`src/design/fwlt_pkg.sv`:
```
// Shared package for the failure window lockout table.
// Holds table sizing, field widths, operation and register codes, sequencer types
// and the count saturation helper. Depends on nothing.
package fwlt_pkg;

    localparam int TABLE_DEPTH          = 1024;
    localparam int EXTRA_WINDOW_SECONDS = 60;

    localparam int STAMP_W   = 64;
    localparam int UNLOCK_W  = 32;
    localparam int FCNT_W    = 11;
    localparam int OP_W      = 2;
    localparam int CFG_IDX_W = 2;
    localparam int ADDR_W    = $clog2(TABLE_DEPTH);
    localparam int CNT_W     = $clog2(TABLE_DEPTH + 1);

    localparam logic [OP_W-1:0] OP_RECORD = 2'd0;
    localparam logic [OP_W-1:0] OP_QUERY  = 2'd1;
    localparam logic [OP_W-1:0] OP_CLEAR  = 2'd2;

    localparam logic [CFG_IDX_W-1:0] CFG_UNLOCK      = 2'd0;
    localparam logic [CFG_IDX_W-1:0] CFG_EXPLICIT    = 2'd1;
    localparam logic [CFG_IDX_W-1:0] CFG_FAIL_WINDOW = 2'd2;

    localparam logic [UNLOCK_W-1:0] UNLOCK_RESET      = 32'd300;
    localparam logic [STAMP_W-1:0]  FAIL_WINDOW_RESET = 64'd900;
    localparam logic [STAMP_W-1:0]  EXTRA_STAMP       = STAMP_W'(EXTRA_WINDOW_SECONDS);
    localparam logic [STAMP_W-1:0]  WINDOW_RESET      =
        STAMP_W'(300 + EXTRA_WINDOW_SECONDS);
    localparam logic [CNT_W-1:0]    DEPTH_COUNT       = CNT_W'(TABLE_DEPTH);

    typedef enum logic [2:0] {
        ST_IDLE,
        ST_APPEND,
        ST_MIN_SCAN,
        ST_REC_WRITE,
        ST_MAX_SCAN,
        ST_CNT_SCAN,
        ST_FIN,
        ST_RESULT
    } state_t;

    typedef enum logic [2:0] {
        DP_NONE,
        DP_CLR,
        DP_MAX,
        DP_MIN,
        DP_CNT,
        DP_FIN
    } dp_op_t;

    typedef struct packed {
        dp_op_t            op;
        logic [ADDR_W-1:0] pidx;
        logic              rd_en;
        logic [ADDR_W-1:0] rd_addr;
        logic              wr_en;
        logic [ADDR_W-1:0] wr_addr;
    } dp_ctrl_t;

    function automatic logic [FCNT_W-1:0] sat_count(input logic [CNT_W-1:0] hits);
        logic [CNT_W+FCNT_W-1:0] wide;
        logic [CNT_W+FCNT_W-1:0] lim;
        wide = (CNT_W + FCNT_W)'(hits);
        lim  = (CNT_W + FCNT_W)'({FCNT_W{1'b1}});
        if (wide > lim)
        begin
            sat_count = {FCNT_W{1'b1}};
        end
        else
        begin
            sat_count = wide[FCNT_W-1:0];
        end
    endfunction

endpackage

```
`src/design/fwlt_cfg.sv`:
```
// Configuration register file for the failure window lockout table.
// Holds the unlock time and window settings and keeps the effective window registered.
// Depends on fwlt_pkg.
module fwlt_cfg (
    input  logic                              clk,
    input  logic                              rst_n,
    input  logic                              cfg_valid,
    input  logic [fwlt_pkg::CFG_IDX_W-1:0]    cfg_index,
    input  logic [fwlt_pkg::STAMP_W-1:0]      cfg_data,
    output logic [fwlt_pkg::UNLOCK_W-1:0]     unlock,
    output logic [fwlt_pkg::STAMP_W-1:0]      window
);

    logic [fwlt_pkg::UNLOCK_W-1:0] unlock_reg;
    logic [fwlt_pkg::UNLOCK_W-1:0] unlock_next;
    logic                          explicit_reg;
    logic                          explicit_next;
    logic [fwlt_pkg::STAMP_W-1:0]  fwin_reg;
    logic [fwlt_pkg::STAMP_W-1:0]  fwin_next;
    logic [fwlt_pkg::STAMP_W-1:0]  window_reg;
    logic [fwlt_pkg::STAMP_W-1:0]  window_next;

    always_comb
    begin
        unlock_next   = unlock_reg;
        explicit_next = explicit_reg;
        fwin_next     = fwin_reg;
        if (cfg_valid)
        begin
            unique case (cfg_index)
                fwlt_pkg::CFG_UNLOCK:      unlock_next   = cfg_data[fwlt_pkg::UNLOCK_W-1:0];
                fwlt_pkg::CFG_EXPLICIT:    explicit_next = cfg_data[0];
                fwlt_pkg::CFG_FAIL_WINDOW: fwin_next     = cfg_data;
                default:                   ;
            endcase
        end
        // The window is precomputed so the scan never sees the extra add.
        if (explicit_next)
        begin
            window_next = fwin_next;
        end
        else
        begin
            window_next = fwlt_pkg::STAMP_W'(unlock_next) + fwlt_pkg::EXTRA_STAMP;
        end
    end

    always_ff @(posedge clk or negedge rst_n)
    begin
        if (!rst_n)
        begin
            unlock_reg   <= fwlt_pkg::UNLOCK_RESET;
            explicit_reg <= 1'b0;
            fwin_reg     <= fwlt_pkg::FAIL_WINDOW_RESET;
            window_reg   <= fwlt_pkg::WINDOW_RESET;
        end
        else
        begin
            unlock_reg   <= unlock_next;
            explicit_reg <= explicit_next;
            fwin_reg     <= fwin_next;
            window_reg   <= window_next;
        end
    end

    assign unlock = unlock_reg;
    assign window = window_reg;

endmodule

```
`config.mk`:
```
export PLATFORM = sky130hd
export DESIGN_NAME = fwlt_cfg
export DESIGN_NICKNAME = d
export VERILOG_FILES = /design/src/design/fwlt_pkg.sv /design/src/design/fwlt_cfg.sv
export SDC_FILE = /design/constraint.sdc
export NUM_CORES = 1
export LEC_CHECK = 0
export ABC_CLOCK_PERIOD_IN_PS = 2100
export BUFFER_PORTS_ARGS = -buffer_cell sky130_fd_sc_hd__buf_2
export CELL_PAD_IN_SITES_DETAIL_PLACEMENT = 1
export CELL_PAD_IN_SITES_GLOBAL_PLACEMENT = 1
export CORE_ASPECT_RATIO = 1.5
export CORE_MARGIN = 1
export CORE_UTILIZATION = 38
export DETAILED_ROUTE_END_ITERATION = 8
export PLACE_DENSITY_LB_ADDON = 0.25
export SLEW_MARGIN = 20
export SYNTH_ARGS = -nofsm -noshare
export SYNTH_HDL_FRONTEND = slang
export SYNTH_SLANG_ARGS = --single-unit
```
`constraint.sdc`:
```
create_clock -name clk -period 2.1 [get_ports clk]
set_input_delay 0.315 -clock clk [delete_from_list [all_inputs] [get_ports clk]]
set_output_delay 0.315 -clock clk [all_outputs]
set_load 0.1 [all_outputs]
```
* After elaboration in Yosys (flattened, before gate mapping)
Index checks and enable logic that the tools add are counted.
** Word-level totals
- Output and inout port bits :: 96
- Bits of input ports :: 69
- Logic and storage cells :: 15
- Bits in registers :: 161
** Cells by class
- Equality and inequality tests :: 2
- Add/subtract/negate cells :: 1
- Multiplexer cells :: 7
- Reductions and logical operators :: 1
** Operator list (number)
- 64-bit 2-to-1 mux :: 3
- 32-bit 2-to-1 mux :: 2
- 32-bit by 6-bit adder with 33-bit output, second input constant :: 1
- 2-bit by 1-bit == test with 1-bit output, second input constant :: 1
- 2-bit == test, second input constant :: 1
- 2-bit logical NOT :: 1
- 1-bit 2-to-1 mux :: 2

* Longest topological paths before layout
Gate-level depths: netlist of the first run.
- Depth in word-level cells :: 5
- Mapped depth :: 12
- Depth with buffers taken out :: 8

* Least setup slack after synthesis of the first run
No wires, ideal clock.
- Kind :: input to register
- Start :: input port cfg_index[1] (netlist name)
- End :: register window_reg (netlist bit window[24])
- Data required time :: 2.004 ns
- Path slack :: -0.996 ns
- Path buffers :: 3
- Cell stages on the path :: 11
- Setup time :: 0.096 ns
- Data arrival time :: 3.000 ns
- Cell sequence :: nor3b_2 > buf_2 > buf_2 > buf_2 > mux2i_1 > ha_1 > nor3b_1 > mux2i_1 > o2111ai_1 > o31a_1 > o31ai_1
** On the way
- Cells in the longest elaborated chain, start to end :: 5
- Elaborated cells between the ends (all ways) :: 11
- Those cells by class :: add/sub (1); eq/ne (2); mux (7); reduce/logical (1)
** RTL lines
- start, declared :: line fwlt_cfg.sv:8 : input logic [fwlt_pkg::CFG_IDX_W-1:0] cfg_index,
- 2-bit logical NOT :: line fwlt_cfg.sv:30 : unique case (cfg_index)
- 32-bit 2-to-1 mux :: line fwlt_cfg.sv:30
- 32-bit 2-to-1 mux :: line fwlt_cfg.sv:28 : if (cfg_valid)
- 32-bit by 6-bit adder with 33-bit output :: line fwlt_cfg.sv:44 : window_next = fwlt_pkg::STAMP_W'(unlock_next) + fwlt_pkg::EXTRA_STAMP;
- 64-bit 2-to-1 mux * :: line fwlt_cfg.sv:38 : if (explicit_next)
- via window_next (one bit) :: line fwlt_cfg.sv:21 : logic [fwlt_pkg::STAMP_W-1:0] window_next;
- end signal, assigned :: line fwlt_cfg.sv:55 : window_reg <= fwlt_pkg::WINDOW_RESET;
- end signal, assigned :: line fwlt_cfg.sv:62 : window_reg <= window_next;
- end, declared :: line fwlt_cfg.sv:20 : logic [fwlt_pkg::STAMP_W-1:0] window_reg;
The timed path passes the listed nets; every way through them passes the cells marked *.

* Worst setup path in the final report of the first run
- Start :: register unlock_reg (netlist bit unlock[3])
- End :: register window_reg (netlist bit window[24])
** On the way
- Cells in the longest elaborated chain, start to end :: 4
** RTL lines
- start, declared :: line fwlt_cfg.sv:14 : logic [fwlt_pkg::UNLOCK_W-1:0] unlock_reg;
- start signal, assigned :: line fwlt_cfg.sv:52 : unlock_reg <= fwlt_pkg::UNLOCK_RESET;
- start signal, assigned :: line fwlt_cfg.sv:59 : unlock_reg <= unlock_next;
- 32-bit 2-to-1 mux :: line fwlt_cfg.sv:30
- 32-bit 2-to-1 mux * :: line fwlt_cfg.sv:28
- 32-bit by 6-bit adder with 33-bit output * :: line fwlt_cfg.sv:44
- 64-bit 2-to-1 mux * :: line fwlt_cfg.sv:38
- via window_next (one bit) :: line fwlt_cfg.sv:21
Marks and branches as above.

==> key figures, run 1 <==
Synth
  – Synthesis-stage register bit count: 161
  – Predominant post-synthesis flop cell: dfrtp_1
  – Post-synthesis sequential area ratio: 60.3%
  – Synth Warn #: 0
  – Mean post-synth cell area: 12.1 um2
  – Async SR Flop Fraction: 100%
  – Post-synth EDFFs: 0
  – Synth area leaders: dfrtp_1, mux2_2, dfstp_2
  – Synth top cells by count: dfrtp_1, nand2_1, mux2_2
  – Syn_nets: 626
  – Most frequent cell after synthesis: dfrtp_1
  – Synthesized instance count: 556
  – Largest area contributor in the netlist: dfrtp_1
  – Post-synth top area share: 55.6%
  – Mapped cell area: 6710 um2
  – Post-synth cell types: 51

Route
  – DRC: 0
  – Highest metal used: met4
  – DRT iter0 DRCs: 162
  – Initial DRT Pass Iterations: 4
  – Total Wirelength: 19,000 um
  – Routed Antenna Nets: 0
  – DR vias/cell: 5.17
  – WL per Instance: 19.0 um
  – Vias: 5,149
  – WL met2: 10,300 um
  – Wl on met1: 7640 um
  – Met3 wire len: 786 um

Floorplan
  – Site Rows: 59
  – Overall die area: 18,200 um2
  – Width of the die: 111 um
  – # IOs: 165
  – Core area: 17,300 um2
  – Initial Util: 38.7%
  – Die height: 165 um

CTS
  – Skew-Pair Late Insertion Delay: 0.43 ns
  – Clock sinks: 161
  – Total CTS buffers: 17
  – Clk root buf: clkbuf_16
  – Clk slew on worst S/H paths: 0.06 ns
  – TritonCTS clock tree: built
  – Worst-case clock buffer depth: 2
  – Number of H-tree levels: 4

Layout
  – Share of cells above drive strength 1: 51.1%
  – FILL cells: 1,874
  – Register area: 4090 um2
  – Fin nets: 838
  – Final instance area: 9110 um2
  – Multi-input logic area: 2780 um2
  – Area growth, synth to finish: 35.7%

Timing
  – Rel. slew slack: 64.9%
  – Final setup margin: -0.00854 ns
  – Final min period: 2.11 ns
  – Final Max Slew Viols: 0
  – Skew final: 0.0119 ns
  – RSZ-0062 raised after global routing: yes
  – Fin. Hold Viols: 0
  – Period utilization: 100%
  – Worst-margin pin slew: 0.529 ns
  – Setup_tns: -0.0168 ns
  – Finish-stage setup viols: 2
  – Fmax: 474 MHz

Placed design
  – Cell Area, Placed: 8260 um2
  – Place WS: -0.435 ns
  – GP Congestion: 0.821
  – DP HPWL: 13,400 um
  – Port Buf Inserts: 164

Worst hold path
  – Hold depth: 2
  – Worst min path class: primary input to flip-flop
  – Hold Path End: fwin_reg[36]$_DFF_PN0_
  – HP Start: cfg_data[36]

Critical path
  – Worst EP required: 2.40 ns
  – Crit path DAT: 2.41 ns
  – R2R Setup Slk: -0.009 ns
  – Critical path startpoint category: flip-flop
  – RR Endpoint: window[24]$_DFF_PN0_
  – R2R depth: 7
  – Worst reg2reg startpoint: unlock[3]$_DFF_PN1_
  – Crit Path Max Fanout: 5
  – CP Class: flip-flop to flip-flop
  – Critical Path Sink Type: flip-flop

Pwr
  – VDD IR-drop max: 0.840 mV
  – Overall power: 12.1 mW
  – Leakage power: 4.28 nW
  – Pwr dens: 1330 nW/um2

Outcome
  – Failing checks: setup timing
  – Status: complete, but fails checks

GRT
  – Vias in the first global route: 5,642
  – Global-route wire length before repair: 30,000 um
  – Gr ovfl total: 0
  – Initial antenna violation count: 1
  – Largest net degree at the start of global routing: 49
  – Total Routing Usage GR: 21.5%

Run
  – MaxCap Viol Count: 0
cell usage in the layout (no fill, tap or decap), types with 4 or more instances in the layout:
| cell | n |
|---|---|
| and3_1 | 6 |
| and2_1 | 35 |
| nand3_1 | 12 |
| buf_6 | 6 |
| nand4_1 | 4 |
| mux2i_1 | 9 |
| mux2i_2 | 4 |
| o31ai_2 | 8 |
| nor2_1 | 16 |
| xor2_1 | 4 |
| and4_1 | 7 |
| nor3_1 | 7 |
| buf_12 | 4 |
| buf_2 | 160 |
| dfstp_2 | 12 |
| nand2_1 | 77 |
| dfrtp_2 | 9 |
| mux2_2 | 69 |
| dfrtp_1 | 130 |
| inv_1 | 9 |
| nor4_1 | 5 |
| a31oi_1 | 11 |
| buf_4 | 50 |
| dfrtp_4 | 10 |
| a21oi_1 | 13 |
| o31ai_1 | 7 |
| and3_4 | 5 |
| clkinv_4 | 4 |
| xnor2_1 | 4 |
| clkbuf_16 | 17 |
routing by layer:
| metal | vias up | GRT usage (%) |
|---|---|---|
| li1 | 2374 | - |
| met1 | 2615 | 25.0 |
| met2 | 143 | 38.8 |
| met3 | 17 | 5.06 |
| met4 | 0 | 7.39 |
| met5 | - | 0 |
worst max path at each step:
| stage | start | end | slack [ns] | cells after the start |
|---|---|---|---|---|
| after CTS | unlock[2]$_DFF_PN1_ | window[20]$_DFF_PN0_ | -0.02 | 9 |
| after global placement | cfg_index[1] | window[29]$_DFF_PN0_ | -0.45 | 9 |
| after detailed placement | cfg_index[0] | window[14]$_DFF_PN0_ | -0.44 | 10 |
| after floorplan | cfg_index[0] | window[24]$_DFF_PN0_ | -0.52 | 11 |
| final | unlock[3]$_DFF_PN1_ | window[24]$_DFF_PN0_ | -0.009 | 7 |
| after global routing | unlock[16]$_DFF_PN0_ | window[28]$_DFF_PN0_ | -0.06 | 6 |
cells by family after synthesis:
kind of cell / after synthesis / share of synthesized area (%)
AOI/OAI and AO/OA: 67 / 7.10
xor gates and xnor gates: 9 / 1.17
adders and majority gates: 1 / 0.186
buffers and inverters: 40 / 2.46
DFF: 161 / 60.3
muxes: 84 / 13.8
and+or+nand+nor: 194 / 15.0
critical path, stage by stage, from the launching register on:
cell	delay, ns
dfstp_2	0.56
mux2i_2	0.09
ha_2	0.22
nor3b_4	0.16
mux2i_4	0.23
o2111ai_4	0.23
nor4_1	0.39
o31ai_2	0.11
final cells by class:
cell class              instances  share of cell area [%]
multi-input cells             356                    30.5
well taps                     213                    2.93
flip-flops and latches        161                    44.9
clock inverters                14                    1.70
clock buffers                  18                    4.82
repair buffers                221                    14.6
inverters                      11                   0.453
diodes                          1                  0.0275
stage by stage:
| step | instances | hold slack [ns] | utilization, % |
|---|---|---|---|
| after floorplan | 556 | 0.0194 | - |
| after global placement | 954 | 0.283 | 47.6 |
| after detailed placement | 954 | 0.286 | 47.6 |
| after CTS | 992 | 0.117 | 51.7 |
| after global routing | 994 | 0.122 | 52.5 |
| final | 995 | 0.133 | 52.5 |
power breakdown:
group          switching, mW  internal (mW)  total [mW]
combinational           3.98          0.979        4.96
clock                   1.31           1.80        3.11
sequential             0.252           3.79        4.04
total                   5.53           6.57        12.1
timing repair:
item                       CTS  global route
buffers inserted             4             3
hold buffers                 1             0
gates cloned                 1             1
pin swaps                    9            15
hold endpoints to repair    43             0
gates resized for setup     13            29
setup endpoints to repair   13            18
(Power assumes the default switching activity.)
==> run 2, diff against run 1 <==
- SKIP_LAST_GASP: unset -> 1
==> key figures, run 2 (same netlist as run 1, synthesis figures left out) <==
Layout
  – Fin nets: 841
  – Final instance area: 9100 um2
  – Multi-input logic area: 2750 um2
  – Share of cells above drive strength 1: 50.6%
  – Area growth, synth to finish: 35.6%
  – Most frequent cells in the layout: buf_2, dfrtp_1, nand2_1
  – FILL cells: 1,874
  – Register area: 4090 um2
  – Layout Cells excl Fill: 998
  – Most common cell after layout, fill and taps aside: buf_2

Critical path
  – Crit path DAT: 2.46 ns
  – CP Class: flip-flop to flip-flop
  – Critical Path Sink Type: flip-flop
  – Worst EP required: 2.44 ns
  – Crit Path Max Fanout: 7
  – Critical path startpoint category: flip-flop

Timing
  – Skew final: 0.0116 ns
  – Rel. slew slack: 64.1%
  – Hold slack: 0.127 ns
  – Final Max Slew Viols: 0
  – Setup_tns: -0.0563 ns
  – Period utilization: 101%
  – Worst-margin pin slew: 0.542 ns
  – Fmax: 471 MHz
  – Finish-stage setup viols: 3
  – Fin. Hold Viols: 0
  – RSZ-0062 raised after global routing: yes
  – Final setup margin: -0.0228 ns
  – Final min period: 2.12 ns

CTS
  – Number of H-tree levels: 4
  – Worst-case clock buffer depth: 2
  – Clock sinks: 161
  – Clk root buf: clkbuf_16
  – TritonCTS clock tree: built
  – Skew-Pair Late Insertion Delay: 0.43 ns
  – Total CTS buffers: 17
  – Clk slew on worst S/H paths: 0.07 ns

Pwr
  – VDD IR-drop max: 0.812 mV
  – Pwr dens: 1330 nW/um2
  – Leakage power: 4.30 nW

Route
  – DRC: 0
  – WL per Instance: 18.9 um
  – Initial DRT Pass Iterations: 4
  – Routed Antenna Nets: 0
  – DRT iter0 DRCs: 191
  – DR vias/cell: 5.20
  – Vias: 5,185
  – Total Wirelength: 18,900 um

Floorplan
  – Width of the die: 111 um
  – Core area: 17,300 um2
  – Initial Util: 38.7%
  – Site Rows: 59
  – Overall die area: 18,200 um2
  – # IOs: 165
  – Die height: 165 um

Worst hold path
  – Worst min path class: primary input to flip-flop

GRT
  – Global-route wire length before repair: 29,900 um
  – Initial antenna violation count: 1
  – Gr ovfl total: 0
  – Total Routing Usage GR: 21.4%
  – Vias in the first global route: 5,655
  – Largest net degree at the start of global routing: 49

Placed design
  – Placed insts: 954
  – Cell Area, Placed: 8260 um2
  – Port Buf Inserts: 164
  – DP HPWL: 13,400 um
  – GP Congestion: 0.821

Run
  – MaxCap Viol Count: 0

Outcome
  – Status: complete, but fails checks
  – Failing checks: setup timing
[run 2: per-stage QoR]
step	worst slack [ns]	total power, mW	util [%]
floorplan	-0.516	7.90	-
detailed placement	-0.435	8.97	47.6
CTS	-0.0670	12.2	51.7
finish	-0.0228	12.1	52.4
global placement	-0.449	8.86	47.6
global route	-0.0925	12.6	52.4
[run 2: area by class of cell]
type | count | area share (%)
repair buffers | 224 | 14.9
well taps | 213 | 2.93
inverters | 11 | 0.454
diodes | 1 | 0.0275
multi-input cells | 356 | 30.2
flip-flops and latches | 161 | 45.0
clock buffers | 18 | 4.83
clock inverters | 14 | 1.71
[run 2: path summary, 6_finish.rpt]
path,slack [ns],depth (start not counted),startpoint,to
setup reg to reg,-0.02,9,unlock[3]$_DFF_PN1_,window[28]$_DFF_PN0_
min in group asynchronous,0.38,2,rst_n,fwin_reg[37]$_DFF_PN0_
setup / recovery,-0.02,9,unlock[3]$_DFF_PN1_,window[28]$_DFF_PN0_
hold reg to reg,0.49,1,fwin_reg[47]$_DFF_PN0_,fwin_reg[47]$_DFF_PN0_
max in group asynchronous,1.03,3,rst_n,window[54]$_DFF_PN0_
hold / removal,0.13,2,cfg_data[36],fwin_reg[36]$_DFF_PN0_
[run 2: layer usage]
metal,track usage (%),vias up,part of all wire (%)
met4,8.24,0,1.9
li1,-,2380,-
met1,25.0,2647,41
met3,4.88,21,4.0
met2,38.4,137,53
met5,0,-,0
[run 2: critical path: stages (launching register included)]
cell     delay [ns]
dfstp_2        0.56
mux2i_2        0.09
ha_2           0.22
nor3b_4        0.16
mux2i_4        0.22
buf_6          0.15
and3_4         0.23
buf_6          0.11
a31oi_4        0.06
o31ai_2        0.21
[run 2: timing repair]
action                     CTS  global route
hold endpoints to repair    43             0
setup buffers                4             7
cloned                       1             0
setup endpoints to repair   13            18
gates resized for setup     11            21
hold buffers                 1             0
pin swaps                    5            15
[run 2: report_power, final]
part | switching [mW] | leakage [nW] | internal [mW]
Clock | 1.32 | 0.293 | 1.80
Sequential | 0.246 | 1.92 | 3.79
Combinational | 3.98 | 2.08 | 0.973
