$ cat src/design/fwlt_pkg.sv
// Shared package for the failure window lockout table.
// Holds table sizing, field widths, operation and register codes, sequencer types
// and the count saturation helper. Depends on nothing.
package fwlt_pkg;

    localparam int TABLE_DEPTH          = 1024;
    localparam int EXTRA_WINDOW_SECONDS = 60;

    localparam int STAMP_W   = 64;
    localparam int UNLOCK_W  = 32;
    localparam int FCNT_W    = 11;
    localparam int OP_W      = 2;
    localparam int CFG_IDX_W = 2;
    localparam int ADDR_W    = $clog2(TABLE_DEPTH);
    localparam int CNT_W     = $clog2(TABLE_DEPTH + 1);

    localparam logic [OP_W-1:0] OP_RECORD = 2'd0;
    localparam logic [OP_W-1:0] OP_QUERY  = 2'd1;
    localparam logic [OP_W-1:0] OP_CLEAR  = 2'd2;

    localparam logic [CFG_IDX_W-1:0] CFG_UNLOCK      = 2'd0;
    localparam logic [CFG_IDX_W-1:0] CFG_EXPLICIT    = 2'd1;
    localparam logic [CFG_IDX_W-1:0] CFG_FAIL_WINDOW = 2'd2;

    localparam logic [UNLOCK_W-1:0] UNLOCK_RESET      = 32'd300;
    localparam logic [STAMP_W-1:0]  FAIL_WINDOW_RESET = 64'd900;
    localparam logic [STAMP_W-1:0]  EXTRA_STAMP       = STAMP_W'(EXTRA_WINDOW_SECONDS);
    localparam logic [STAMP_W-1:0]  WINDOW_RESET      =
        STAMP_W'(300 + EXTRA_WINDOW_SECONDS);
    localparam logic [CNT_W-1:0]    DEPTH_COUNT       = CNT_W'(TABLE_DEPTH);

    typedef enum logic [2:0] {
        ST_IDLE,
        ST_APPEND,
        ST_MIN_SCAN,
        ST_REC_WRITE,
        ST_MAX_SCAN,
        ST_CNT_SCAN,
        ST_FIN,
        ST_RESULT
    } state_t;

    typedef enum logic [2:0] {
        DP_NONE,
        DP_CLR,
        DP_MAX,
        DP_MIN,
        DP_CNT,
        DP_FIN
    } dp_op_t;

    typedef struct packed {
        dp_op_t            op;
        logic [ADDR_W-1:0] pidx;
        logic              rd_en;
        logic [ADDR_W-1:0] rd_addr;
        logic              wr_en;
        logic [ADDR_W-1:0] wr_addr;
    } dp_ctrl_t;

    function automatic logic [FCNT_W-1:0] sat_count(input logic [CNT_W-1:0] hits);
        logic [CNT_W+FCNT_W-1:0] wide;
        logic [CNT_W+FCNT_W-1:0] lim;
        wide = (CNT_W + FCNT_W)'(hits);
        lim  = (CNT_W + FCNT_W)'({FCNT_W{1'b1}});
        if (wide > lim)
        begin
            sat_count = {FCNT_W{1'b1}};
        end
        else
        begin
            sat_count = wide[FCNT_W-1:0];
        end
    endfunction

endpackage

$ cat src/design/fwlt_ctrl.sv
// Sequencer of the failure window lockout table.
// Runs the scan passes over the table, keeps the entry count and hands results out.
// Depends on fwlt_pkg.
module fwlt_ctrl (
    input  logic                          clk,
    input  logic                          rst_n,
    input  logic                          in_valid,
    input  logic [fwlt_pkg::OP_W-1:0]     operation,
    input  logic                          slot_free,
    input  logic [fwlt_pkg::ADDR_W-1:0]   slot,
    output logic                          in_ready,
    output fwlt_pkg::dp_ctrl_t            dp,
    output logic                          out_load,
    output logic                          out_query
);

    fwlt_pkg::state_t            state_reg;
    fwlt_pkg::state_t            state_next;
    logic [fwlt_pkg::CNT_W-1:0]  count_reg;
    logic [fwlt_pkg::CNT_W-1:0]  count_next;
    logic [fwlt_pkg::CNT_W-1:0]  issue_reg;
    logic [fwlt_pkg::CNT_W-1:0]  issue_next;
    logic                        pv_reg;
    logic                        pv_next;
    logic [fwlt_pkg::ADDR_W-1:0] pidx_reg;
    logic [fwlt_pkg::ADDR_W-1:0] pidx_next;
    logic                        issuing;

    always_ff @(posedge clk or negedge rst_n)
    begin
        if (!rst_n)
        begin
            state_reg <= fwlt_pkg::ST_IDLE;
            count_reg <= '0;
            issue_reg <= '0;
            pv_reg    <= 1'b0;
            pidx_reg  <= '0;
        end
        else
        begin
            state_reg <= state_next;
            count_reg <= count_next;
            issue_reg <= issue_next;
            pv_reg    <= pv_next;
            pidx_reg  <= pidx_next;
        end
    end

    assign issuing = (issue_reg < count_reg);

    always_comb
    begin
        state_next = state_reg;
        count_next = count_reg;
        issue_next = issue_reg;
        pv_next    = 1'b0;
        pidx_next  = pidx_reg;
        dp         = '0;
        dp.op      = fwlt_pkg::DP_NONE;
        in_ready   = 1'b0;
        out_load   = 1'b0;
        out_query  = 1'b0;

        unique case (state_reg)
            fwlt_pkg::ST_IDLE:
            begin
                in_ready = 1'b1;
                if (in_valid)
                begin
                    unique case (operation)
                        fwlt_pkg::OP_RECORD:
                        begin
                            if (count_reg == fwlt_pkg::DEPTH_COUNT)
                            begin
                                state_next = fwlt_pkg::ST_MIN_SCAN;
                            end
                            else
                            begin
                                state_next = fwlt_pkg::ST_APPEND;
                            end
                        end
                        fwlt_pkg::OP_QUERY:
                        begin
                            dp.op = fwlt_pkg::DP_CLR;
                            if (count_reg == '0)
                            begin
                                state_next = fwlt_pkg::ST_FIN;
                            end
                            else
                            begin
                                state_next = fwlt_pkg::ST_MAX_SCAN;
                            end
                        end
                        fwlt_pkg::OP_CLEAR:
                        begin
                            count_next = '0;
                            state_next = fwlt_pkg::ST_RESULT;
                        end
                        default:
                        begin
                            state_next = fwlt_pkg::ST_RESULT;
                        end
                    endcase
                end
            end
            fwlt_pkg::ST_APPEND:
            begin
                dp.wr_en   = 1'b1;
                dp.wr_addr = count_reg[fwlt_pkg::ADDR_W-1:0];
                count_next = count_reg + fwlt_pkg::CNT_W'(1);
                state_next = fwlt_pkg::ST_RESULT;
            end
            fwlt_pkg::ST_MIN_SCAN, fwlt_pkg::ST_MAX_SCAN, fwlt_pkg::ST_CNT_SCAN:
            begin
                // One read is issued per cycle; its data is processed in the following cycle.
                dp.rd_en   = issuing;
                dp.rd_addr = issue_reg[fwlt_pkg::ADDR_W-1:0];
                pv_next    = issuing;
                if (issuing)
                begin
                    issue_next = issue_reg + fwlt_pkg::CNT_W'(1);
                    pidx_next  = issue_reg[fwlt_pkg::ADDR_W-1:0];
                end
                dp.pidx = pidx_reg;
                if (pv_reg)
                begin
                    unique case (state_reg)
                        fwlt_pkg::ST_MIN_SCAN: dp.op = fwlt_pkg::DP_MIN;
                        fwlt_pkg::ST_MAX_SCAN: dp.op = fwlt_pkg::DP_MAX;
                        default:               dp.op = fwlt_pkg::DP_CNT;
                    endcase
                end
                if (!issuing && !pv_reg)
                begin
                    issue_next = '0;
                    unique case (state_reg)
                        fwlt_pkg::ST_MIN_SCAN: state_next = fwlt_pkg::ST_REC_WRITE;
                        fwlt_pkg::ST_MAX_SCAN: state_next = fwlt_pkg::ST_CNT_SCAN;
                        default:               state_next = fwlt_pkg::ST_FIN;
                    endcase
                end
            end
            fwlt_pkg::ST_REC_WRITE:
            begin
                dp.wr_en   = 1'b1;
                dp.wr_addr = slot;
                state_next = fwlt_pkg::ST_RESULT;
            end
            fwlt_pkg::ST_FIN:
            begin
                dp.op = fwlt_pkg::DP_FIN;
                if (slot_free)
                begin
                    out_load   = 1'b1;
                    out_query  = 1'b1;
                    state_next = fwlt_pkg::ST_IDLE;
                end
            end
            fwlt_pkg::ST_RESULT:
            begin
                if (slot_free)
                begin
                    out_load   = 1'b1;
                    state_next = fwlt_pkg::ST_IDLE;
                end
            end
            default:
            begin
                state_next = fwlt_pkg::ST_IDLE;
            end
        endcase
    end

endmodule

$ cat config.mk
export PLATFORM = sky130hd
export DESIGN_NAME = fwlt_ctrl
export DESIGN_NICKNAME = d
export VERILOG_FILES = /design/src/design/fwlt_pkg.sv /design/src/design/fwlt_ctrl.sv
export SDC_FILE = /design/constraint.sdc
export NUM_CORES = 1
export LEC_CHECK = 0
export ABC_AREA = 1
export BUFFER_PORTS_ARGS = -buffer_cell sky130_fd_sc_hd__buf_4
export CAP_MARGIN = 20
export CORE_ASPECT_RATIO = 1.2
export CORE_UTILIZATION = 37
export CTS_CLUSTER_DIAMETER = 40
export DETAILED_ROUTE_END_ITERATION = 7
export GPL_ROUTABILITY_DRIVEN = 0
export GPL_TIMING_DRIVEN = 1
export PLACE_DENSITY_LB_ADDON = 0.25
export SLEW_MARGIN = 20
export SYNTH_ARGS = -nofsm -noshare
export SYNTH_HDL_FRONTEND = slang
export SYNTH_SLANG_ARGS = --single-unit
$ cat constraint.sdc
create_clock -name clk -period 6 [get_ports clk]
set_clock_uncertainty 0.15 [all_clocks]
set_input_delay 1.5 -clock clk [delete_from_list [all_inputs] [get_ports clk]]
set_output_delay 1.5 -clock clk [all_outputs]
set_load 0.01 [all_outputs]
Word level (Yosys, flattened, before mapping)
Cells that the tools add are included.
- register bits after elaboration: 36
- input port bits: 16
- multiplexer cells: 25
- reductions and logical operators: 15
- equal/unequal tests: 14
- add/subtract/negate cells: 2
- order comparisons: 1
- operator list (cell ; count):
    11-bit two-way mux ; 4
    11-bit one-hot mux with 2 select lines ; 2
    11-bit by 1-bit adder with 11-bit output (second input constant) ; 2
    21-bit two-way mux ; 1
    3-bit one-hot mux with 2 select lines ; 3
    3-bit == test (second input constant) ; 4
    3-bit two-way mux ; 4
    3-bit one-hot mux with 4 select lines ; 1
    11-bit == test (second input constant) ; 1
    11-bit logical NOT ; 1
    11-bit < comparator ; 1
    3-bit one-hot mux with 3 select lines ; 1
    1-bit two-way mux ; 7
    3-bit by 2-bit == test with 1-bit output (second input constant) ; 2
    3-bit AND reduction ; 2
    2-bit two-way mux ; 2
    2-bit by 1-bit != test with 1-bit output (second input constant) ; 2
    2-bit != test (second input constant) ; 2
    2-bit AND reduction ; 2
    2-bit nonzero test ; 2
    2-bit OR reduction ; 2
    3-bit by 1-bit == test with 1-bit output (second input constant) ; 1
    3-bit logical NOT ; 1
    3-bit OR reduction ; 1
    5 further kinds ; 6

Longest topological paths before layout
Gate-level depths: netlist of run 1.
- depth in word-level cells: 5
- gate-level depth with buffers: 11

Least setup slack after synthesis of run 1
OpenSTA, ideal clock, no wires.
- path type: input-to-output
- start point: input operation[0] in the netlist's numbering
- end point: output dp[32] in the netlist's numbering
- stages on the path: 4
- arrival time: 1.844 ns
- setup slack: 2.506 ns
- cells stage by stage: inv_1 -> nor2_1 -> nand3_1 -> o211ai_1
- RTL lines (item ; RTL line ; text):
    start: declaration ; fwlt_ctrl.sv:8 ; input logic [fwlt_pkg::OP_W-1:0] operation,
    end: declaration ; fwlt_ctrl.sv:12 ; output fwlt_pkg::dp_ctrl_t dp,

==> impl_metrics.py, run 1 <==
metrics = {
    "route": {
        "viasPerCell": 5.040,
        "drc": 0,
        "postRouteAntennaNets": 0,
        "wl_mm": 6.399,
        "dr.pass1.iters": 4,
        "via_count": 2505,
        "drtIter0Drc": 106,
        "routedWlPerCell_um": 12.88,
    },
    "setup_path": {
        "required_ns": 4.35,
        "cp.arrival_ns": 2.50,
        "cpPeakStageDelay_ns": 0.47,
        "r2r_end": "issue_reg[0]",
        "worstSetupEndpointType": "primary output",
        "reg2regPathDepth": 8,
        "reg2reg_slack_ns": 3.50,
        "setup.worst_path.start_class": "flop",
        "cpMostUsedCell": "inv_1",
        "cp_top_family": "buffers and inverters",
        "critPathSlowestCell": "dfrtp_1",
        "path_class": "flop to primary output",
        "crit_chain": "inv_1, ha_1, a21oi_1, o21ai_0, nand2_1, nand4_4, inv_1, buf_4",
        "path_buf_inv": 3,
        "r2r-start": "count_reg[2]",
        "cp_max_fo": 36,
    },
    "sta": {
        "max_clock_freq_ghz": 0.2412,
        "hold_slack_ns": 0.3355,
        "fin_crit_sh_pct": 69.10,
        "finalSetupViolCount": 0,
        "slew_headroom_pct": 35.23,
        "setup_ws_ns": 1.854,
        "setup_tns_ns": 0,
        "grt_setup_unrepaired": "no",
        "drv_slew": 0,
        "final-hold-violation-count": 0,
        "period_needed_ns": 4.146,
        "tightest_slew_ns": 0.9716,
    },
    "pwr": {
        "vdd_drop_max_mv": 0.2062,
        "power.leakage_nw": 1.500,
        "power_density_nw_per_um2": 423.1,
    },
    "finish": {
        "fin_util_pct": 46.76,
        "n_antenna_cell": 0,
        "syn_to_final_growth_pct": 20.06,
        "final_cell_area_um2": 3070,
        "drive_above_1_share_pct": 18.69,
        "final_nets": 440,
        "n_fill_cell": 667,
    },
    "hold_path": {
        "holdPathEnd": "pidx_reg[2]",
        "hold_path_class": "flop to flop",
        "hold_start": "pidx_reg[2]",
        "hold_path_depth": 2,
    },
    "floorplan": {
        "core_um2": 6566,
        "die-height_um": 93.08,
        "dieArea_um2": 7250,
        "chipWidth_um": 77.90,
        "initial_core_util_pct": 38.95,
        "ioPinCount": 54,
        "rows": 32,
    },
    "clocking": {
        "clkSinkCount": 36,
        "clk_path_buf_depth": 2,
        "cts_setup_buffers": 0,
        "htree_levels": 2,
        "path_clk_slew_ns": 0.08,
        "cts_tree": "built",
        "cts_resized": 0,
        "hold_buffers": 0,
        "root_buffer": "clkbuf_8",
        "cts_made_buffers": 5,
        "clk_latency_ns": 0.29,
    },
    "logic_synthesis": {
        "synthFlopType": "dfrtp_1",
        "yosys_register_bits": 36,
        "seq_area_frac_synth_pct": 35.23,
        "syn_area_per_cell_um2": 7.045,
        "netlist_area_um2": 2557,
        "synth-edff-count": 0,
        "yosysWarnings": 0,
        "syn_inst": 363,
        "syn_nets": 392,
        "ys_types": 30,
        "ys_async_sr_fraction_pct": 100.0,
    },
    "place": {
        "placed_area_um2": 2983,
        "hpwlAfterDp_mm": 4.898,
        "portBuffers": 53,
        "post-place-ws_ns": 2.182,
    },
    "job": {
        "maxCapViolCount": 0,
    },
    "grt": {
        "track_usage_pct": 19.04,
        "grt_pass1_wl_mm": 10.87,
        "antenna_found_initial": 0,
        "grt_start_max_net_pins": 37,
        "overflow": 0,
        "grt_pass1_vias": 2344,
    },
    "outcome": {
        "status": "complete, no violations",
    },
}
[final cells by class]
| cell class | instances | area [um2] | area share (%) |
|---|---|---|---|
| repair buffers | 53 | 397.9 | 12.96 |
| well taps | 85 | 106.4 | 3.464 |
| clock buffers | 5 | 68.82 | 2.241 |
| clock inverters | 3 | 18.77 | 0.6112 |
| flip-flops and latches | 36 | 900.9 | 29.34 |
| inverters | 53 | 198.9 | 6.479 |
| multi-input cells | 262 | 1379 | 44.91 |
[worst max path at each step]
stage	depth (start not counted)	slack, ns	endpoint	startpoint
floorplan	4	2.51	dp[32]	operation[0]
global placement	7	2.25	dp[21]	count_reg[10]
detailed placement	8	2.18	dp[21]	count_reg[2]
CTS	8	1.85	dp[21]	count_reg[2]
global route	8	1.58	dp[21]	count_reg[2]
finish	8	1.85	dp[21]	count_reg[2]
[Yosys cell counts (2+ instances only)]
library cell | n | area (um2)
a21oi_1 | 12 | 60.06
buf_2 | 3 | 15.01
buf_4 | 2 | 15.01
buf_6 | 3 | 33.78
clkbuf_1 | 4 | 15.01
dfrtp_1 | 36 | 900.9
ha_1 | 13 | 162.7
inv_1 | 49 | 183.9
inv_2 | 3 | 11.26
nand2_1 | 79 | 296.5
nand2_2 | 3 | 18.77
nand3_1 | 34 | 170.2
nand4_1 | 4 | 25.02
nor2_1 | 47 | 176.4
nor3_1 | 9 | 45.04
o21ai_0 | 20 | 100.1
o21ai_1 | 8 | 40.04
o21ai_2 | 7 | 61.31
o22ai_1 | 5 | 31.28
xor2_1 | 12 | 105.1
[metal layers]
metal / up-vias / part of all wire (%) / GRT usage [%]
li1: 1257 / - / -
met1: 1167 / 43 / 23.30
met2: 76 / 50 / 34.44
met3: 5 / 5.9 / 2.829
met4: 0 / 1.1 / 5.556
met5: - / 0 / 0
[power by group]
part | internal, W | switching [W]
registers | 0.000302 | 0.0000809
logic | 0.000246 | 0.000497
clock network | 0.0000809 | 0.0000921
[placed cells by master, fill, tap and decap left out]
master and n:
a21o_1 1, a21oi_1 12, buf_4 53, clkbuf_8 5, clkinv_1 1, clkinv_2 2, clkinv_4 1, dfrtp_1 36
ha_1 13, inv_1 49, inv_2 3, nand2_1 79, nand2_2 3, nand3_1 34, nand3b_1 1, nand4_1 4
nand4_4 1, nor2_1 47, nor2_4 1, nor3_1 9, o211ai_1 1, o21ai_0 20, o21ai_1 8, o21ai_2 7
o21bai_1 1, o221ai_1 1, o22ai_1 5, o32ai_1 1, or2_2 1, xor2_1 12
[kinds of logic after synthesis]
family,synth area share (%)
and+or+nand+nor,30.43
buffers and inverters,10.86
AOI/OAI and AO/OA,13.01
DFF,35.22
adders and majority gates,6.360
xor gates and xnor gates,4.110
[worst reg2reg max path, stage by stage (launching register included)]
cell and delay, ns:
dfrtp_1 0.47, inv_1 0.13, ha_1 0.33, a21oi_1 0.14, o21ai_0 0.09, nand2_1 0.13, nand4_4 0.44, nand2_2 0.39
o21ai_0 0.12
[per-stage QoR]
stage | power, W | instances
CTS | 0.001311 | 497
global route | 0.001434 | 497
global placement | 0.001125 | 489
detailed placement | 0.001134 | 489
floorplan | 0.0009507 | 363
finish | 0.001299 | 497
(Power assumes the default switching activity.)
==> run 2, diff against run 1 <==
==> constraint.sdc (replaced) <==
create_clock -name clk -period 3.4 [get_ports clk]
set_clock_uncertainty 0.15 [all_clocks]
set_input_delay 0.85 -clock clk [delete_from_list [all_inputs] [get_ports clk]]
set_output_delay 0.85 -clock clk [all_outputs]
set_load 0.01 [all_outputs]
==> run 2 against run 1 <==
First-iteration DRC count increased by 97%. Total power grew 84%. Clock power increased by 110%.
==> impl_metrics.py, run 2 (synthesis gave the netlist of run 1 again) <==
metrics = {
    "place": {
        "hpwlAfterDp_mm": 4.865,
        "post-place-ws_ns": 0.7166,
        "portBuffers": 53,
    },
    "hold_path": {
        "hold_path_class": "flop to flop",
        "hold_path_depth": 2,
        "holdPathEnd": "pidx_reg[5]",
        "hold_start": "pidx_reg[5]",
    },
    "job": {
        "maxCapViolCount": 0,
    },
    "grt": {
        "track_usage_pct": 18.84,
        "overflow": 0,
        "grt_pass1_vias": 2345,
        "grt_pass1_wl_mm": 10.85,
        "antenna_found_initial": 0,
        "grt_start_max_net_pins": 37,
    },
    "sta": {
        "slew_headroom_pct": 52.54,
        "drv_slew": 0,
        "hold_slack_ns": 0.3364,
        "fin_crit_sh_pct": 88.59,
        "max_clock_freq_ghz": 0.3320,
        "grt_setup_unrepaired": "no",
        "final-hold-violation-count": 0,
        "finalSetupViolCount": 0,
        "setup_tns_ns": 0,
        "period_needed_ns": 3.012,
        "tightest_slew_ns": 0.7092,
        "setup_ws_ns": 0.3879,
    },
    "floorplan": {
        "dieArea_um2": 7250,
        "rows": 32,
        "core_um2": 6566,
        "die-height_um": 93.08,
        "ioPinCount": 54,
        "initial_core_util_pct": 38.95,
        "chipWidth_um": 77.90,
    },
    "clocking": {
        "cts_tree": "built",
        "hold_buffers": 0,
        "root_buffer": "clkbuf_8",
        "clk_latency_ns": 0.29,
        "clkSinkCount": 36,
        "cts_setup_buffers": 0,
        "cts_made_buffers": 5,
        "clk_path_buf_depth": 2,
        "path_clk_slew_ns": 0.07,
        "cts_resized": 0,
        "htree_levels": 2,
    },
    "route": {
        "via_count": 2506,
        "drtIter0Drc": 209,
        "postRouteAntennaNets": 0,
        "drc": 0,
        "wl_mm": 6.436,
        "dr.pass1.iters": 4,
        "routedWlPerCell_um": 12.90,
        "viasPerCell": 5.022,
    },
    "setup_path": {
        "path_class": "flop to primary output",
        "reg2reg_slack_ns": 0.99,
        "reg2regPathDepth": 11,
        "required_ns": 2.40,
        "worstSetupEndpointType": "primary output",
        "r2r_end": "issue_reg[2]",
        "r2r-start": "count_reg[5]",
        "cp_max_fo": 20,
        "setup.worst_path.start_class": "flop",
        "cp.arrival_ns": 2.01,
    },
    "pwr": {
        "power_density_nw_per_um2": 771.5,
        "power.leakage_nw": 1.517,
        "vdd_drop_max_mv": 0.3709,
    },
    "outcome": {
        "status": "complete, no violations",
    },
    "finish": {
        "drive_above_1_share_pct": 18.84,
        "syn_to_final_growth_pct": 21.43,
        "final_common_cell": "nand2_1",
        "n_antenna_cell": 0,
        "n_fill_cell": 697,
        "layout_common_cells": "nand2_1 (79), buf_4 (55), inv_1 (49)",
        "final_nets": 442,
    },
}
-- run 2: changes by cell type in the layout (fill, tap and decap cells not counted) --
cell	change
clkinv_4	-1
bufinv_16	+1
clkinv_2	-1
clkbuf_1	+1
buf_4	+2
-- run 2: per-stage QoR --
stage / utilization, % / cells / cell area [um2] / power [W]
3_5_place_dp: 45.66 / 491 / 2998 / 0.002032
2_1_floorplan: - / 363 / 2557 / 0.001678
4_1_cts: 47.29 / 499 / 3105 / 0.002409
3_3_place_gp: 45.66 / 491 / 2998 / 0.002004
5_1_grt: 47.29 / 499 / 3105 / 0.002616
6_report: 47.29 / 499 / 3105 / 0.002396
-- run 2: per-layer routing --
metal  vias to the layer above  track usage [%]  wire length [um]
li1                       1267                -                 -
met1                      1145            23.87              2866
met2                        82            32.23              3069
met3                        12            2.927               352
met4                         0            7.099               148
met5                         -                0                 0
-- run 2: area by class of cell --
type	count	area [um2]	area share, %
clock inverter	2	35.03	1.128
sequential	36	900.9	29.01
tap	85	106.4	3.425
multi-input combinational	262	1379	44.40
clock buffer	6	72.57	2.337
inverter	53	198.9	6.406
timing repair buffer	55	412.9	13.30
-- run 2: worst max path at each step --
stage | start | endpoint | slack (ns) | cells past startpoint
after floorplan | count_reg[2] | dp[21] | 0.83 | 9
after CTS | state_reg[1] | dp[11] | 0.39 | 6
after global placement | state_reg[1] | dp[30] | 0.72 | 6
after detailed placement | state_reg[1] | dp[11] | 0.72 | 6
final | state_reg[1] | dp[19] | 0.39 | 6
after global routing | state_reg[1] | dp[12] | 0.19 | 6
-- run 2: power by group --
part / internal (W) / switching (W)
Clock: 0.000218 / 0.000152
Combinational: 0.000456 / 0.000896
Sequential: 0.000533 / 0.000141
Total: 0.00121 / 0.00119
-- run 2: worst max-delay path, stage by stage, from the launching register on --
cell	delay [ns]
dfrtp_1	0.65
inv_2	0.13
nand2_1	0.12
nand2_2	0.10
inv_1	0.44
nor2_1	0.10
buf_4	0.17
==> run 3, diff against run 2 <==
--- a/config.mk
+++ b/config.mk
@@ -8,7 +8,7 @@
 export ABC_AREA = 1
 export BUFFER_PORTS_ARGS = -buffer_cell sky130_fd_sc_hd__buf_4
 export CAP_MARGIN = 20
-export CORE_ASPECT_RATIO = 1.2
+export CORE_ASPECT_RATIO = 0.8
 export CORE_UTILIZATION = 37
 export CTS_CLUSTER_DIAMETER = 40
 export DETAILED_ROUTE_END_ITERATION = 7
==> constraint.sdc (replaced) <==
create_clock -name clk -period 3.6 [get_ports clk]
set_clock_uncertainty 0.15 [all_clocks]
set_input_delay 0.9 -clock clk [delete_from_list [all_inputs] [get_ports clk]]
set_output_delay 0.9 -clock clk [all_outputs]
set_load 0.01 [all_outputs]
==> run 3 against run 2 <==
Worst setup slack better by 0.13 ns. Sequential share of layout area up 0.15 points. Die area is essentially flat. Count of clock-buffer cells in the layout stayed put. Highest routed layer unchanged. Utilization barely moved. Routed wire length grew 0.17%. Largest power group unchanged. First-iteration DRC count shrank 20%. Hold slack improved by 0.0013 ns.
==> impl_metrics.py, run 3 (synthesis gave the netlist of run 1 again) <==
metrics = {
    "setup_path": {
        "setup.worst_path.start_class": "flop",
        "required_ns": 2.55,
        "critPathSlowestCell": "dfrtp_1",
        "cp.arrival_ns": 2.03,
        "cp_max_fo": 20,
        "worstSetupEndpointType": "primary output",
        "crit_chain": "inv_2, nand2_1, nand2_2, inv_1, nor2_1, buf_4",
        "cpPeakStageDelay_ns": 0.69,
        "path_class": "flop to primary output",
    },
    "grt": {
        "antenna_found_initial": 0,
        "track_usage_pct": 19.90,
        "use_met1_pct": 29.45,
        "grt.busiest_layer": "met2",
        "grt_pass1_wl_mm": 11.47,
        "overflow": 0,
        "grt_pass1_vias": 2447,
        "grt_start_max_net_pins": 37,
        "grt.met3_usage_pct": 3.493,
        "grtUsageMet2_pct": 29.50,
    },
    "sta": {
        "fin_crit_sh_pct": 85.66,
        "max_clock_freq_ghz": 0.3243,
        "finalSetupViolCount": 0,
        "grt_setup_unrepaired": "no",
        "final-hold-violation-count": 0,
        "tightest_slew_ns": 0.8012,
        "period_needed_ns": 3.084,
        "slew_headroom_pct": 46.39,
        "drv_slew": 0,
        "hold_slack_ns": 0.3376,
        "setup_ws_ns": 0.5162,
        "setup_tns_ns": 0,
    },
    "pwr": {
        "power_density_nw_per_um2": 719.1,
        "power.leakage_nw": 1.512,
        "pwr-share-comb_pct": 57.5,
        "net-switching-power_w": 0.001136,
        "clkPwrFrac_pct": 13.6,
        "vdd_drop_max_mv": 0.3131,
        "switching_share_pct": 51.12,
        "intPower_w": 0.001086,
        "power.share.sequential_pct": 28.8,
    },
    "place": {
        "portBuffers": 53,
        "hpwlAfterDp_mm": 4.817,
        "post-place-ws_ns": 0.8350,
    },
    "floorplan": {
        "rows": 26,
        "core_um2": 6539,
        "die-height_um": 76.36,
        "chipWidth_um": 94.95,
        "initial_core_util_pct": 39.11,
        "dieArea_um2": 7250,
        "ioPinCount": 54,
    },
    "finish": {
        "drive_above_1_share_pct": 19.08,
        "syn_to_final_growth_pct": 20.79,
        "n_antenna_cell": 0,
        "layout_common_cells": "nand2_1 (79), buf_4 (55), inv_1 (49)",
        "final_common_cell": "nand2_1",
        "final_nets": 442,
    },
    "clocking": {
        "htree_levels": 2,
        "clkSinkCount": 36,
        "cts_setup_buffers": 0,
        "root_buffer": "clkbuf_8",
        "clk_path_buf_depth": 2,
        "hold_buffers": 0,
        "clk_latency_ns": 0.29,
        "cts_tree": "built",
        "cts_made_buffers": 5,
        "path_clk_slew_ns": 0.07,
        "cts_resized": 0,
    },
    "route": {
        "via_count": 2465,
        "routedWlPerCell_um": 12.95,
        "viasPerCell": 4.950,
        "drtIter0Drc": 168,
        "drc": 0,
        "wl_mm": 6.447,
        "dr.pass1.iters": 5,
        "postRouteAntennaNets": 0,
    },
    "outcome": {
        "status": "complete, no violations",
    },
    "job": {
        "maxCapViolCount": 0,
    },
    "hold_path": {
        "hold_path_class": "flop to flop",
    },
}
run 3: worst paths after layout:
path                                    from            to  slack [ns]  depth (start not counted)
min in group asynchronous              rst_n  count_reg[6]        0.42                          1
worst min-delay path             pidx_reg[3]   pidx_reg[3]        0.34                          2
max in group asynchronous              rst_n  issue_reg[1]        2.55                          1
worst max-delay path            state_reg[1]        dp[13]        0.52                          6
worst min register to register   pidx_reg[3]   pidx_reg[3]        0.34                          2
worst max register to register  count_reg[7]  issue_reg[9]        1.21                         12
run 3: area by class of cell:
type	instances	area [um2]
flip-flops and latches	36	900.9
clock buffers	6	82.58
repair buffers	55	412.9
fillers	676	3450
clock inverters	2	10.01
inverters	53	198.9
multi-input cells	262	1379
well taps	84	105.1
run 3: stage by stage:
step | utilization, % | instance area [um2] | total power (W) | std cells
finish | 47.24 | 3089 | 0.002221 | 498
global route | 47.24 | 3089 | 0.002441 | 498
CTS | 47.24 | 3089 | 0.002227 | 498
detailed placement | 45.83 | 2997 | 0.001916 | 490
global placement | 45.83 | 2997 | 0.001909 | 490
floorplan | - | 2557 | 0.001584 | 363
run 3: critical path: cells and delay by family (launching register included):
kind	cells	cell delay, ns
buffers and inverters	3	0.73
flip-flops	1	0.69
AND/OR/NAND/NOR	3	0.32
run 3: power groups by stage:
stage	Combinational, W	Sequential (W)	Clock [W]
after floorplan	0.00100	0.000581	0
after global placement	0.00127	0.000643	0
after detailed placement	0.00127	0.000645	0
after CTS	0.00128	0.000639	0.000310
after global routing	0.00145	0.000660	0.000328
final	0.00128	0.000641	0.000303
run 3: layer usage:
layer | vias up | routed length [um]
met5 | - | 0
met4 | 0 | 78
met3 | 7 | 274
met2 | 53 | 2787
met1 | 1141 | 3306
li1 | 1264 | -
